**src/hw/rtl/msb_ram.sv**
```systemverilog
// Generic synchronous RAM: one write port, two read ports, registered reads.
// No dependencies.
`timescale 1ns / 1ps

module msb_ram #(
    parameter int DEPTH = 64,
    parameter int WIDTH = 32
) (
    input  logic                     aclk,
    input  logic                     we,
    input  logic [$clog2(DEPTH)-1:0] waddr,
    input  logic [WIDTH-1:0]         wdata,
    input  logic                     re,
    input  logic [$clog2(DEPTH)-1:0] raddr_a,
    input  logic [$clog2(DEPTH)-1:0] raddr_b,
    output logic [WIDTH-1:0]         rdata_a,
    output logic [WIDTH-1:0]         rdata_b
);

    logic [WIDTH-1:0] mem [DEPTH];

    always_ff @(posedge aclk) begin
        if (we) begin
            mem[waddr] <= wdata;
        end
    end

    always_ff @(posedge aclk) begin
        if (re) begin
            rdata_a <= mem[raddr_a];
            rdata_b <= mem[raddr_b];
        end
    end

endmodule

```
**config.mk**
```make
export PLATFORM = sky130hd
export DESIGN_NAME = msb_ram
export DESIGN_NICKNAME = d
export VERILOG_FILES = /design/src/hw/rtl/msb_ram.sv
export SDC_FILE = /design/constraint.sdc
export NUM_CORES = 2
export LEC_CHECK = 0
export BUFFER_PORTS_ARGS = -buffer_cell sky130_fd_sc_hd__buf_2
export CORE_MARGIN = 10
export CORE_UTILIZATION = 55
export CTS_CLUSTER_DIAMETER = 150
export CTS_CLUSTER_SIZE = 28
export DETAILED_ROUTE_END_ITERATION = 12
export GPL_TIMING_DRIVEN = 0
export HOLD_SLACK_MARGIN = 0.1
export PLACE_DENSITY_LB_ADDON = 0.08
export SETUP_SLACK_MARGIN = 0.02
export SLEW_MARGIN = 40
export SYNTH_ARGS = -nofsm -noshare
export SYNTH_HDL_FRONTEND = slang
export SYNTH_SLANG_ARGS = --single-unit
```
**constraint.sdc**
```tcl
create_clock -name aclk -period 4.9 [get_ports aclk]
set_clock_uncertainty 0.2 [all_clocks]
set_input_delay 0.735 -clock aclk [delete_from_list [all_inputs] [get_ports aclk]]
set_output_delay 0.735 -clock aclk [all_outputs]
set_load 0.005 [all_outputs]
```
Word level (Yosys, flattened, before mapping)
Memories as Yosys holds them, arrays and structs flattened. A register that Yosys moved wholly into a read port is not among the register bits.
Index checks and enable logic that the tools add are counted.

storage, ports and cells
  latch bits = 0
  input bits = 53
  memories kept = 1
  output and inout bits = 64
  bits in read-only memories = 0
  register bits = 0
  RAM bits = 2048

operators by class
  equal/unequal tests = 0
  $add $sub $neg = 0
  reductions and logical operators = 0
  shift operators = 0
  multiply operators = 0
  magnitude comparators = 0
  div/mod/pow operators = 0
  muxes and demuxes = 2
  bitwise gates (word level) = 0

memory list
  name  depth  width  read ports  clocked after memory_dff  write ports  line  source
  mem   64     32     2           2                         1            20    logic [WIDTH-1:0] mem [DEPTH];

operators with widths
  operator           count
  two-way mux 1 bit  2

Logic depth before layout (Yosys ltp)
  word-level depth = 2
  gate-level depth with buffers = 10

Worst setup path after synthesis
Ideal clock, no wire load.

  path type = input -> register
  start point = input waddr[3]
  end point = memory mem[48][0] (enable)
  setup slack = 774 ps
  data arrival time = 3465 ps
  cell stages on the path = 4
  required time = 4239 ps
  path through = clkbuf_1 > nor2b_1 > nand4b_1 > nor3_1

RTL lines
  what             line  source
  start, declared  11    input logic [$clog2(DEPTH)-1:0] waddr,
  end, declared    20

No word-level cell before the write port.

==> impl_results.md <==
- Status: completed
- First-pass GRT wire length: 517000 um
- Final setup viols: 0
- Max Clk Rate: 0.209 GHz
- FF-to-FF setup slack: ~1.9 ns
- Post-synth top flop: edfxtp_1
- Unique masters post-synth: 37
- Area Growth Syn to Fin: 12.6%
- I/O Pins: between 100 and 150
- Met3 usage: 0.184
- GR Util met2: 0.575
- Final worst path period share: 0.975
- Number of synthesized flops with an enable pin: 2112
- Initial DRC count: ~12000
- Cell breakdown of the critical path: buf_4 > buf_4 > buf_2 > buf_2 > nand3_1 > o221ai_1 > a21oi_1 > nor2_1 > o22ai_1
- Worst Setup SP: raddr_a[1]
- Net Sw Frac: 0.257
- Leading cell type in the layout, fill and taps excluded: edfxtp_1
- Buf+Inv Stages, Crit Path: 4
- Hold WC Path Type: input port to flip-flop
- Slowest cell on crit path: nand3_1
- Buffers on Ports: between 100 and 150
- Warnings from Yosys: 0
- CTS tree: yes
- Core area: 174000 um2
- R2r worst-path depth: 5
- H-tree depth: 3
- Setup TNS: 0 ns
- Largest net degree at the start of global routing: 65
- Most used routing layer: met2
- Total Wirelength: 397000 um
- Total grt overflow: 0
- Via count: 58600
- Worst setup margin: 0.123 ns
- Vias per cell: 8.10
- Rows: 153
- GR met1 Demand/Resource: 0.505
- Clock sink total: 2112
- Bufs on Longest Clock Path: 3
- Clock Pin Slew Worst Setup and Hold Paths: 0.11 ns
- CP Capture Type: flip-flop
- Slew HR: 0.254
- # resized after CTS: 0
- Worst reg2reg endpoint: rdata_a[16]
- WL/cell: between 50 and 60 um
- Clk pwr share: 0.266
- Setup repair bufs after CTS: 0
- Dpl ws: -0.358 ns
- Antenna-violating nets left: 0
- Most frequent cells in the layout: edfxtp_1, mux4_2, buf_2
- Die X: 438 um
- CP required: between 5 and 6 ns
- Overall routing resource usage: 0.411
- Min Tclk post-route: between 4 and 5 ns
- Fin util: 0.623
- Synth top area share: 0.659
- Crit path depth: 9
- Dpl hpwl: 285000 um
- Vias in the first global route: ~56000
- CTS buffer count: 85
- P_sw: 8560 uW
- Largest area contributor in the netlist: edfxtp_1
- CP arrival: 5.11 ns
- Max FO, Critical Path: 10
- P_leak: roughly 0.034 uW
- Top cells by area, synth: edfxtp_1, mux4_2, mux2i_1
- Worst-Skew Late Latency: 0.82 ns
- Routability Congestion: 1.04
- Starting density of the core: 0.553
- Synthesized cell area: 96300 um2
- RSZ-0062 raised after global routing: no
- Async SR Flop Fraction: 0
- Syn Nets: 4465
- Placement Cell Area: between 100000 and 150000 um2
- Fin area: 108000 um2
- Share of cells above drive strength 1: 0.417
- Seq/Total Area, Yosys: 0.659
- #FFs+latches synth: 2112
- Cells after synthesis: approximately 4400
- Die height: 438 um
- DR pass1 iterations: 10
- Hold-fix buffers, CTS: 0
- Hold Vio Cnt, Final: 0
- Worst-case vdd ir drop: 0.000296 V
- Critical Path Source Type: input port
- CP max stage delay: 0.96 ns
- Net count, final: 4913
- Worst R2R Start: mem[59][16]
- Combinational power share: 0.130
- End of the critical path: rdata_a[26]
- Initial antenna violation count: 46
- Seq pwr share: 0.604
- P per Cell Area: 307 nW/um2
- Cell family with most CP delay: buffers and inverters
- Max-Cap Viols: 0
- Fin. max-slew vios: 0
- Power Internal: approximately 25000 uW
- Path type of the worst setup path: input port to flip-flop
- Avg Cell Area, Syn: 21.8 um2
- DRC viols: 0
- Root Buffer: clkbuf_16
- Worst-Margin Slew: 1.11 ns
- DIE AREA: 192000 um2
==> cell usage after synthesis (2+ instances only) <==
library cell  instances
a211oi_1             15
a21oi_1              58
a221oi_1             13
a22oi_1              85
a32oi_1               9
and2_1                6
buf_1                25
buf_2               121
buf_4                55
buf_6                11
clkbuf_1            135
edfxtp_1           2112
mux2_2               36
mux2i_1             204
mux4_2             1124
nand2_1              93
nand2b_1              8
nand3_1               9
nand3b_1              6
nand4_1               2
nor2_1               94
nor2b_1              19
nor3_1                3
o211ai_1             27
o21ai_0              18
o21ai_1              31
o221ai_1             16
o22ai_1              56
o32a_1                9
or2_2                 3
or3_1                 2
or3b_2                2
==> through the flow <==
stage	hold WS [ns]	instances	total power, uW
3_3_place_gp	0.866	6841	24400
6_report	0.102	7230	33300
4_1_cts	0.109	7182	33000
3_5_place_dp	0.879	7089	24600
2_1_floorplan	0.634	4412	22400
5_1_grt	0.101	7204	33800
==> worst min-delay path by stage <==
stage                           start     endpoint  slack [ns]  cells past startpoint
after floorplan              wdata[0]    mem[0][0]        0.63                      0
after global placement    mem[58][15]  rdata_b[15]        0.87                      5
after detailed placement   mem[0][10]  rdata_b[10]        0.88                      4
after CTS                          re  rdata_b[13]        0.11                      1
after global routing               re  rdata_b[11]        0.10                      1
final                              re  rdata_b[13]        0.10                      1
==> worst register-to-register path: stages (launching register included) <==
cell and delay [ns]:
edfxtp_1 0.36, mux4_2 0.24, mux2i_1 0.15, a211oi_1 0.75, o22ai_1 0.19, a21oi_1 0.82
==> flip-flops by register name, summed over array words and instances, names as in the netlist <==
| register | cells |
|---|---|
| rdata_b | 32 |
| mem | 2048 |
| rdata_a | 32 |
==> per-layer routing <==
metal	part of all wire	routed length (um)	vias to the layer above
met2	0.42	168000	5778
met1	0.32	126000	31000
met5	0.00093	368	-
li1	-	-	20300
met4	0.098	38800	18
met3	0.16	64400	1389
==> layout make-up <==
| cell class | count | area [um2] |
|---|---|---|
| Multi-Input combinational cell | 1952 | 31800 |
| Clock buffer | 87 | 2180 |
| Antenna cell | 39 | 97.6 |
| Sequential cell | 2112 | 63400 |
| Clock inverter | 6 | 60.1 |
| Inverter | 1 | 3.75 |
| Fill cell | 11800 | 65600 |
| Timing Repair Buffer | 361 | 5970 |
| Tap cell | 2325 | 2910 |
| Buffer | 347 | 1930 |
==> cell families after synthesis <==
logic type,share of synthesized area
muxes,0.288
AOI/OAI and AO/OA,0.0238
DFF,0.659
and+or+nand+nor,0.0113
buffers and inverters,0.0181
==> power by group through the flow <==
stage	clock network [uW]	logic (uW)	registers, uW
3_5_place_dp	0	4100	20500
5_1_grt	9350	4290	20100
6_report	8850	4340	20100
4_1_cts	8760	4110	20100
3_3_place_gp	0	3880	20500
2_1_floorplan	0	1920	20500
(Power assumes the default switching activity.)
