===== config.mk =====
export PLATFORM = sky130hd
export DESIGN_NAME = msb_sort_ctrl
export DESIGN_NICKNAME = d
export VERILOG_FILES = /design/src/hw/rtl/msb_pkg.sv /design/src/hw/rtl/msb_sort_ctrl.sv
export SDC_FILE = /design/constraint.sdc
export NUM_CORES = 1
export LEC_CHECK = 0
export CAP_MARGIN = 20
export CORE_UTILIZATION = 40
export DETAILED_ROUTE_END_ITERATION = 7
export DONT_BUFFER_PORTS = 1
export PLACE_DENSITY = 0.55
export SYNTH_ARGS = -nofsm -noshare
export SYNTH_HDL_FRONTEND = slang
export SYNTH_SLANG_ARGS = --single-unit

===== constraint.sdc =====
create_clock -name aclk -period 7.8 [get_ports aclk]
set_clock_uncertainty 0.15 [all_clocks]
set_input_delay 2.34 -clock aclk [delete_from_list [all_inputs] [get_ports aclk]]
set_output_delay 2.34 -clock aclk [all_outputs]
set_load 0.01 [all_outputs]

===== src/hw/rtl/msb_pkg.sv =====
// Shared types and constants for the merge sort buffer.
// No dependencies; imported by msb_sort_ctrl and merge_sort_buffer_core.
`timescale 1ns / 1ps

package msb_pkg;

    localparam int CAPACITY = 64;
    localparam int DATA_W   = 32;
    localparam int IDX_W    = $clog2(CAPACITY);
    localparam int CNT_W    = $clog2(CAPACITY + 1);
    localparam int SUM_W    = CNT_W + 2;

    typedef enum logic [2:0] {
        ST_LOAD,
        ST_PASS,
        ST_MRD,
        ST_MWR,
        ST_ERD,
        ST_EWR
    } state_t;

    typedef struct packed {
        logic [1:0]        we;
        logic [IDX_W-1:0]  waddr;
        logic [DATA_W-1:0] wdata;
        logic              re;
        logic [IDX_W-1:0]  raddr_a;
        logic [IDX_W-1:0]  raddr_b;
    } ram_ctrl_t;

    typedef struct packed {
        logic              load;
        logic [DATA_W-1:0] value;
        logic              final_res;
        logic              overflow;
    } out_beat_t;

endpackage


===== src/hw/rtl/msb_sort_ctrl.sv =====
// Sequencer for load, ping-pong merge passes and emission of the sorted run.
// Depends on msb_pkg; drives both RAM banks and the output register.
`timescale 1ns / 1ps

module msb_sort_ctrl (
    input  logic                       aclk,
    input  logic                       aresetn,
    input  logic                       s_valid,
    output logic                       s_ready,
    input  logic [msb_pkg::DATA_W-1:0] s_value,
    input  logic                       s_last,
    input  logic [msb_pkg::DATA_W-1:0] rd0_a,
    input  logic [msb_pkg::DATA_W-1:0] rd0_b,
    input  logic [msb_pkg::DATA_W-1:0] rd1_a,
    input  logic [msb_pkg::DATA_W-1:0] rd1_b,
    output msb_pkg::ram_ctrl_t         ram,
    input  logic                       out_free,
    output msb_pkg::out_beat_t         beat
);

    import msb_pkg::*;

    state_t           state_reg, state_next;
    logic [CNT_W-1:0] count_reg, count_next;
    logic             drop_reg, drop_next;
    logic [CNT_W-1:0] width_reg, width_next;
    logic [CNT_W-1:0] lo_reg, lo_next;
    logic [CNT_W-1:0] mid_reg, mid_next;
    logic [CNT_W-1:0] hi_reg, hi_next;
    logic [CNT_W-1:0] a_reg, a_next;
    logic [CNT_W-1:0] b_reg, b_next;
    logic [CNT_W-1:0] wp_reg, wp_next;
    logic [CNT_W-1:0] k_reg, k_next;
    logic             src_reg, src_next;

    logic [DATA_W-1:0] da, db;
    logic              take_a;
    logic [SUM_W-1:0]  lo_w, width_w, count_w, mid_w, hi_w, width2_w;

    always_ff @(posedge aclk) begin
        if (!aresetn) begin
            state_reg <= ST_LOAD;
            count_reg <= '0;
            drop_reg  <= 1'b0;
        end else begin
            state_reg <= state_next;
            count_reg <= count_next;
            drop_reg  <= drop_next;
        end
    end

    always_ff @(posedge aclk) begin
        width_reg <= width_next;
        lo_reg    <= lo_next;
        mid_reg   <= mid_next;
        hi_reg    <= hi_next;
        a_reg     <= a_next;
        b_reg     <= b_next;
        wp_reg    <= wp_next;
        k_reg     <= k_next;
        src_reg   <= src_next;
    end

    assign da       = src_reg ? rd1_a : rd0_a;
    assign db       = src_reg ? rd1_b : rd0_b;
    assign take_a   = (a_reg < mid_reg) &&
                      ((b_reg >= hi_reg) || ($signed(da) <= $signed(db)));
    assign lo_w     = SUM_W'(lo_reg);
    assign width_w  = SUM_W'(width_reg);
    assign count_w  = SUM_W'(count_reg);
    assign mid_w    = (lo_w + width_w < count_w) ? lo_w + width_w : count_w;
    assign hi_w     = (lo_w + (width_w << 1) < count_w) ? lo_w + (width_w << 1) : count_w;
    assign width2_w = width_w << 1;

    always_comb begin
        state_next  = state_reg;
        count_next  = count_reg;
        drop_next   = drop_reg;
        width_next  = width_reg;
        lo_next     = lo_reg;
        mid_next    = mid_reg;
        hi_next     = hi_reg;
        a_next      = a_reg;
        b_next      = b_reg;
        wp_next     = wp_reg;
        k_next      = k_reg;
        src_next    = src_reg;
        s_ready     = 1'b0;
        ram.we      = 2'b00;
        ram.waddr   = wp_reg[IDX_W-1:0];
        ram.wdata   = take_a ? da : db;
        ram.re      = 1'b0;
        ram.raddr_a = a_reg[IDX_W-1:0];
        ram.raddr_b = b_reg[IDX_W-1:0];
        beat.load      = 1'b0;
        beat.value     = src_reg ? rd1_a : rd0_a;
        beat.final_res = (CNT_W'(k_reg + 1'b1) == count_reg);
        beat.overflow  = drop_reg;

        unique case (state_reg)
            ST_LOAD: begin
                s_ready = 1'b1;
                if (s_valid) begin
                    if (count_reg < CNT_W'(CAPACITY)) begin
                        ram.we[0]  = 1'b1;
                        ram.waddr  = count_reg[IDX_W-1:0];
                        ram.wdata  = s_value;
                        count_next = count_reg + 1'b1;
                    end else begin
                        drop_next = 1'b1;
                    end
                    if (s_last) begin
                        src_next   = 1'b0;
                        width_next = CNT_W'(1);
                        lo_next    = '0;
                        k_next     = '0;
                        state_next = (count_next > CNT_W'(1)) ? ST_PASS : ST_ERD;
                    end
                end
            end
            ST_PASS: begin
                mid_next   = mid_w[CNT_W-1:0];
                hi_next    = hi_w[CNT_W-1:0];
                a_next     = lo_reg;
                b_next     = mid_w[CNT_W-1:0];
                wp_next    = lo_reg;
                state_next = ST_MRD;
            end
            ST_MRD: begin
                ram.re     = 1'b1;
                state_next = ST_MWR;
            end
            ST_MWR: begin
                ram.we[~src_reg] = 1'b1;
                wp_next = wp_reg + 1'b1;
                if (take_a) begin
                    a_next = a_reg + 1'b1;
                end else begin
                    b_next = b_reg + 1'b1;
                end
                if (CNT_W'(wp_reg + 1'b1) == hi_reg) begin
                    if (hi_reg == count_reg) begin
                        src_next   = ~src_reg;
                        width_next = width2_w[CNT_W-1:0];
                        lo_next    = '0;
                        k_next     = '0;
                        state_next = (width2_w >= count_w) ? ST_ERD : ST_PASS;
                    end else begin
                        lo_next    = hi_reg;
                        state_next = ST_PASS;
                    end
                end else begin
                    state_next = ST_MRD;
                end
            end
            ST_ERD: begin
                ram.re      = 1'b1;
                ram.raddr_a = k_reg[IDX_W-1:0];
                state_next  = ST_EWR;
            end
            ST_EWR: begin
                if (out_free) begin
                    beat.load = 1'b1;
                    if (beat.final_res) begin
                        count_next = '0;
                        drop_next  = 1'b0;
                        state_next = ST_LOAD;
                    end else begin
                        k_next     = k_reg + 1'b1;
                        state_next = ST_ERD;
                    end
                end
            end
            default: begin
                state_next = ST_LOAD;
            end
        endcase
    end

endmodule


# Yosys cells after proc, flatten, opt, wreduce, memory -nomap -nowiden
# Index checks and enable logic that the tools add are counted.
[op_classes]
muxes = 63
n_eq_ne = 18
order_cmp = 10
add_sub_neg = 7
reduce_logical = 17
n_bitwise = 1
[ops]
columns = ["cell", "count"]
rows = [
  ["7-bit 2-to-1 mux", 22],
  ["32-bit 2-to-1 mux", 3],
  ["7-bit case mux with 2 select lines", 6],
  ["39-bit 2-to-1 mux", 2],
  ["38-bit 2-to-1 mux", 1],
  ["7-bit by 1-bit adder with 7-bit output, second input constant", 5],
  ["32-bit <= comparator", 1],
  ["3-bit 2-to-1 mux", 8],
  ["7-bit == test", 3],
  ["7-bit case mux with 3 select lines", 1],
  ["2-bit inequality test, second input constant", 10],
  ["3-bit case mux with 6 select lines", 1],
  ["1-bit 2-to-1 mux", 14],
  ["5-bit AND reduction", 2],
  ["7-bit by 8-bit adder with 9-bit output", 1],
  ["9-bit by 7-bit less-than comparator with 1-bit output", 1],
  ["7-bit by 7-bit adder with 8-bit output", 1],
  ["8-bit by 7-bit >= comparator with 1-bit output", 1],
  ["8-bit by 7-bit less-than comparator with 1-bit output", 1],
  ["4-bit AND reduction", 2],
  ["7-bit >= comparator", 1],
  ["7-bit by 1-bit > comparator with 1-bit output, second input constant", 1],
  ["7-bit less-than comparator", 1],
  ["7-bit less-than comparator, second input constant", 1],
  ["18 further kinds", 26],
]
[word_totals]
out_inout_bits = 89
elab_cells = 128
ff_bits = 68

# Logic depth before layout (Yosys ltp)
[depth]
depth_word = 9
ltp_mapped = 15

# Worst setup path after synthesis
# No wires, ideal clock.
[synth_timing]
path_kind = "input to output"
start = "input port rd1_a[31] in the netlist's numbering"
end = "output port ram[21] in the netlist's numbering"
arrival_time_ns = 4.695
setup_slack_ns = 0.615
path_stages = 12
path_cell_list = "mux2_2 -> ha_1 -> nand4_1 -> nor4_1 -> nor2_1 -> a31oi_1 -> a211oi_1 -> o31ai_1 -> buf_2 -> buf_2 -> o22ai_1 -> o21ai_0"
[synth_lines]
columns = ["element", "line_no", "rtl"]
rows = [
  ["start, declared", "msb_sort_ctrl.sv:14", "input logic [msb_pkg::DATA_W-1:0] rd1_a,"],
  ["end, declared", "msb_sort_ctrl.sv:16", "output msb_pkg::ram_ctrl_t ram,"],
]

==> results.md <==
- Number of antenna violations at the first check in global routing: 4
- Half-perimeter wire length of the detailed placement result: 19100 um
- Outcome: complete, no violations
- Via Count: 6238
- Post-synthesis to final-layout area growth: 10.0%
- Via-per-instance ratio: between 6 and 7
- CP max FO: 45
- Ports: between 200 and 300
- Class of the most critical setup path: in -> out
- CTS tree: done
- Wire length of the first global-routing pass: 35900 um
- Leading register cell type out of synthesis: sky130_fd_sc_hd__edfxtp_1
- Number of max-cap violations: 0
- Clock buffer depth: 2
- Final period util: 97.8%
- Clock transition at the register clock pins on the worst setup and hold paths after CTS: 0.05 ns
- Fin worst setup slack: 0.174 ns
- Buffers inserted by post-CTS timing repair: 0
- Mean Syn Cell Area: around 9.0 um2
- Hold Buf Count CTS: 0
- Count of flip-flops with a built-in enable after synthesis: 57
- Post-route ant nets: 0
- Number of optimization iterations in the first detailed-route pass: 5
- CTS H-Tree Depth: 3
- Tightest Pin Transition: 0.943 ns
- Number of endpoints with negative hold slack in the final report: 0
- Final setup violation count: 0
- Count of non-filler cells in the finished layout: between 1k and 1.5k
- RD Place Congestion: roughly 0.9
- Seq/Total Area, Yosys: 27.1%
- Area of the core: 0.0174 mm2
- Vias in the first global route: 6178
- Final routed wirelength across all metal layers: 24000 um
- WL per Instance: 23.4 um
- Horizontal extent of the die: about 140 um
- RSZ-0062 raised after global routing: no
- Flop and latch count out of synthesis: a little under 70
- Std cell rows: 48
- Gate Count Post-Synth: slightly below 800
- Signal arrival time at the worst endpoint: 5.14 ns
- Final max-slew violation count: 0
- Clock network latency to the later pin of the worst-skew pair: 0.34 ns
- Maximum number of pins on one net before global-route repair: 46
- Count of routing violations after the opening detailed-route iteration: 393
- Combinational power share: roughly three fifths
- Resized cells post-CTS: 0
- Maximum resistive drop on vdd: approximately 0.16 mV
- Internal cell power: 1.48 mW
- Net switching fraction of the power: roughly 44%
- Global-route total usage across every layer: 26.1%
- Required time of the critical path: 5.31 ns
- Starting Density: 41.0%
- Kind of end point of the critical path: primary output
- Die area: 0.0183 mm2
- Sequential cell fraction of total power: 24.6%
- Type of origin of the critical path: input pin
- Min-Delay Path Class: reg -> reg
- Setup TNS: 0 ns
- Achievable Freq: around 0.13 GHz
- Power per cell area: 339 mW/mm2
- Port Buffers: 0
- Number of instances in the placed design: 1007
- Count of synthesis-stage warnings from yosys: 0
- Async set or reset register ratio after synthesis: 0%
- Leak Pwr: 3.21 nW
- Relative slew slack: 36.6%
- Sw Pwr: 1.17 mW
- Combined area of all synthesized cells: 0.00712 mm2
- Number of nets in the layout: about 1.0k
- Relative contribution of the clock network to total power: between 10% and 20%
- Total congestion overflow after global routing: 0
- Total nets after synthesis: 1038
- Post-route DRC violation count: 0
- Proportion of layout cells with a drive suffix above 1: 17.4%
- Clock Root Buffer: sky130_fd_sc_hd__clkbuf_16
- Vertical die dimension: between 100 and 150 um
- Number of CTS-inserted buffers: 9
- Final critical delay including setup and external delays: 7.63 ns
- Worst slack at placement: 0.182 ns
- Number of distinct library cells after synthesis: 62
- Number of clock sinks: 68
-- logic make-up after synthesis --
logic type	share of synthesized area [%]
fa+ha+maj	14.8
mux	14.6
flops	27.1
compound gates	15.2
buf+inv	5.25
xor+xnor	7.20
simple gates	15.8
-- power groups by stage --
stage	Combinational (mW)	Sequential, mW	Clock [mW]
global placement	1.53	0.655	0
finish	1.60	0.652	0.402
floorplan	1.12	0.588	0
global route	1.76	0.664	0.421
detailed placement	1.56	0.659	0
CTS	1.57	0.652	0.408
-- stage by stage --
stage               util, %  power [mW]  hold slack (ns)  cell area, um2
floorplan                 -        1.71            0.365            7120
global placement       43.3        2.18            0.437            7510
detailed placement     43.3        2.22            0.431            7510
CTS                    44.9        2.63            0.443            7800
global route           45.1        2.84            0.500            7830
finish                 45.1        2.65            0.436            7840
-- routing by layer --
metal	part of all wire, %	wire length, um	global-route usage (%)	vias to the layer above
met1	41	9950	32.5	3008
met4	3.5	845	10.7	4
li1	-	-	-	2900
met2	48	11500	43.0	272
met5	0.096	23	0	-
met3	7.1	1710	6.47	54
-- critical path, cell delays in order --
cell and delay [ns]:
sky130_fd_sc_hd__mux2_2 0.33, sky130_fd_sc_hd__ha_1 0.37, sky130_fd_sc_hd__nand4_1 0.13, sky130_fd_sc_hd__nor4_2 0.30, sky130_fd_sc_hd__buf_4 0.16, sky130_fd_sc_hd__nor2_1 0.05, sky130_fd_sc_hd__a31oi_1 0.19, sky130_fd_sc_hd__a211oi_2 0.09
sky130_fd_sc_hd__o31ai_4 0.37, sky130_fd_sc_hd__buf_12 0.25, sky130_fd_sc_hd__o22ai_1 0.10, sky130_fd_sc_hd__o21ai_0 0.27, sky130_fd_sc_hd__buf_4 0.18
-- cells in the final DEF, fill, tap and decap left out, drive strengths merged, types with 7 or more instances in the layout --
| cell | n |
|---|---|
| a21o | 9 |
| a21oi | 46 |
| a31oi | 7 |
| and2 | 32 |
| and3 | 20 |
| buf | 44 |
| clkbuf | 10 |
| dfxtp | 11 |
| edfxtp | 57 |
| ha | 81 |
| inv | 30 |
| mux2 | 63 |
| mux2i | 33 |
| nand2 | 66 |
| nand3 | 18 |
| nand4 | 11 |
| nor2 | 48 |
| o21ai | 59 |
| o22ai | 32 |
| xnor2 | 29 |
| xor2 | 24 |
-- cell usage after synthesis (3+ instances only) --
cell type,n,area [um2]
sky130_fd_sc_hd__a211oi_1,5,37.5
sky130_fd_sc_hd__a21o_1,9,67.6
sky130_fd_sc_hd__a21oi_1,46,230
sky130_fd_sc_hd__a31oi_1,6,37.5
sky130_fd_sc_hd__and2_1,32,200
sky130_fd_sc_hd__and3_1,18,113
sky130_fd_sc_hd__buf_1,5,18.8
sky130_fd_sc_hd__buf_2,7,35.0
sky130_fd_sc_hd__buf_4,7,52.6
sky130_fd_sc_hd__clkbuf_1,28,105
sky130_fd_sc_hd__dfxtp_1,11,220
sky130_fd_sc_hd__edfxtp_1,57,1710
sky130_fd_sc_hd__ha_1,81,1010
sky130_fd_sc_hd__inv_1,29,109
sky130_fd_sc_hd__mux2_2,63,709
sky130_fd_sc_hd__mux2i_1,33,330
sky130_fd_sc_hd__nand2_1,64,240
sky130_fd_sc_hd__nand2b_1,5,31.3
sky130_fd_sc_hd__nand3_1,18,90.1
sky130_fd_sc_hd__nand4_1,11,68.8
sky130_fd_sc_hd__nor2_1,48,180
sky130_fd_sc_hd__nor2b_1,4,25.0
sky130_fd_sc_hd__nor3_1,4,20.0
sky130_fd_sc_hd__nor4_1,4,25.0
sky130_fd_sc_hd__o21ai_0,59,295
sky130_fd_sc_hd__o21bai_1,4,30.0
sky130_fd_sc_hd__o22ai_1,32,200
sky130_fd_sc_hd__or3_1,3,18.8
sky130_fd_sc_hd__xnor2_1,29,254
sky130_fd_sc_hd__xor2_1,24,210
-- cell type report --
cell class / instances / area (um2)
fillers: 1667 / 9520
multi-input cells: 641 / 4850
flip-flops and latches: 68 / 1930
repair buffers: 44 / 368
well taps: 225 / 282
clock buffers: 10 / 229
inverters: 30 / 113
clock inverters: 6 / 55.1
diodes: 3 / 7.51
-- path summary, 6_finish.rpt --
path	start	endpoint	slack (ns)	cells after the start
setup / recovery	rd1_a[31]	ram[26]	0.17	13
hold / removal	drop_reg$_SDFFE_PN0P_	drop_reg$_SDFFE_PN0P_	0.44	2
setup reg to reg	src_reg$_SDFFCE_PN0P_	a_reg[1]$_DFFE_PP_	3.32	11
hold reg to reg	drop_reg$_SDFFE_PN0P_	drop_reg$_SDFFE_PN0P_	0.44	2
Power figures use the tool's default switching activity.
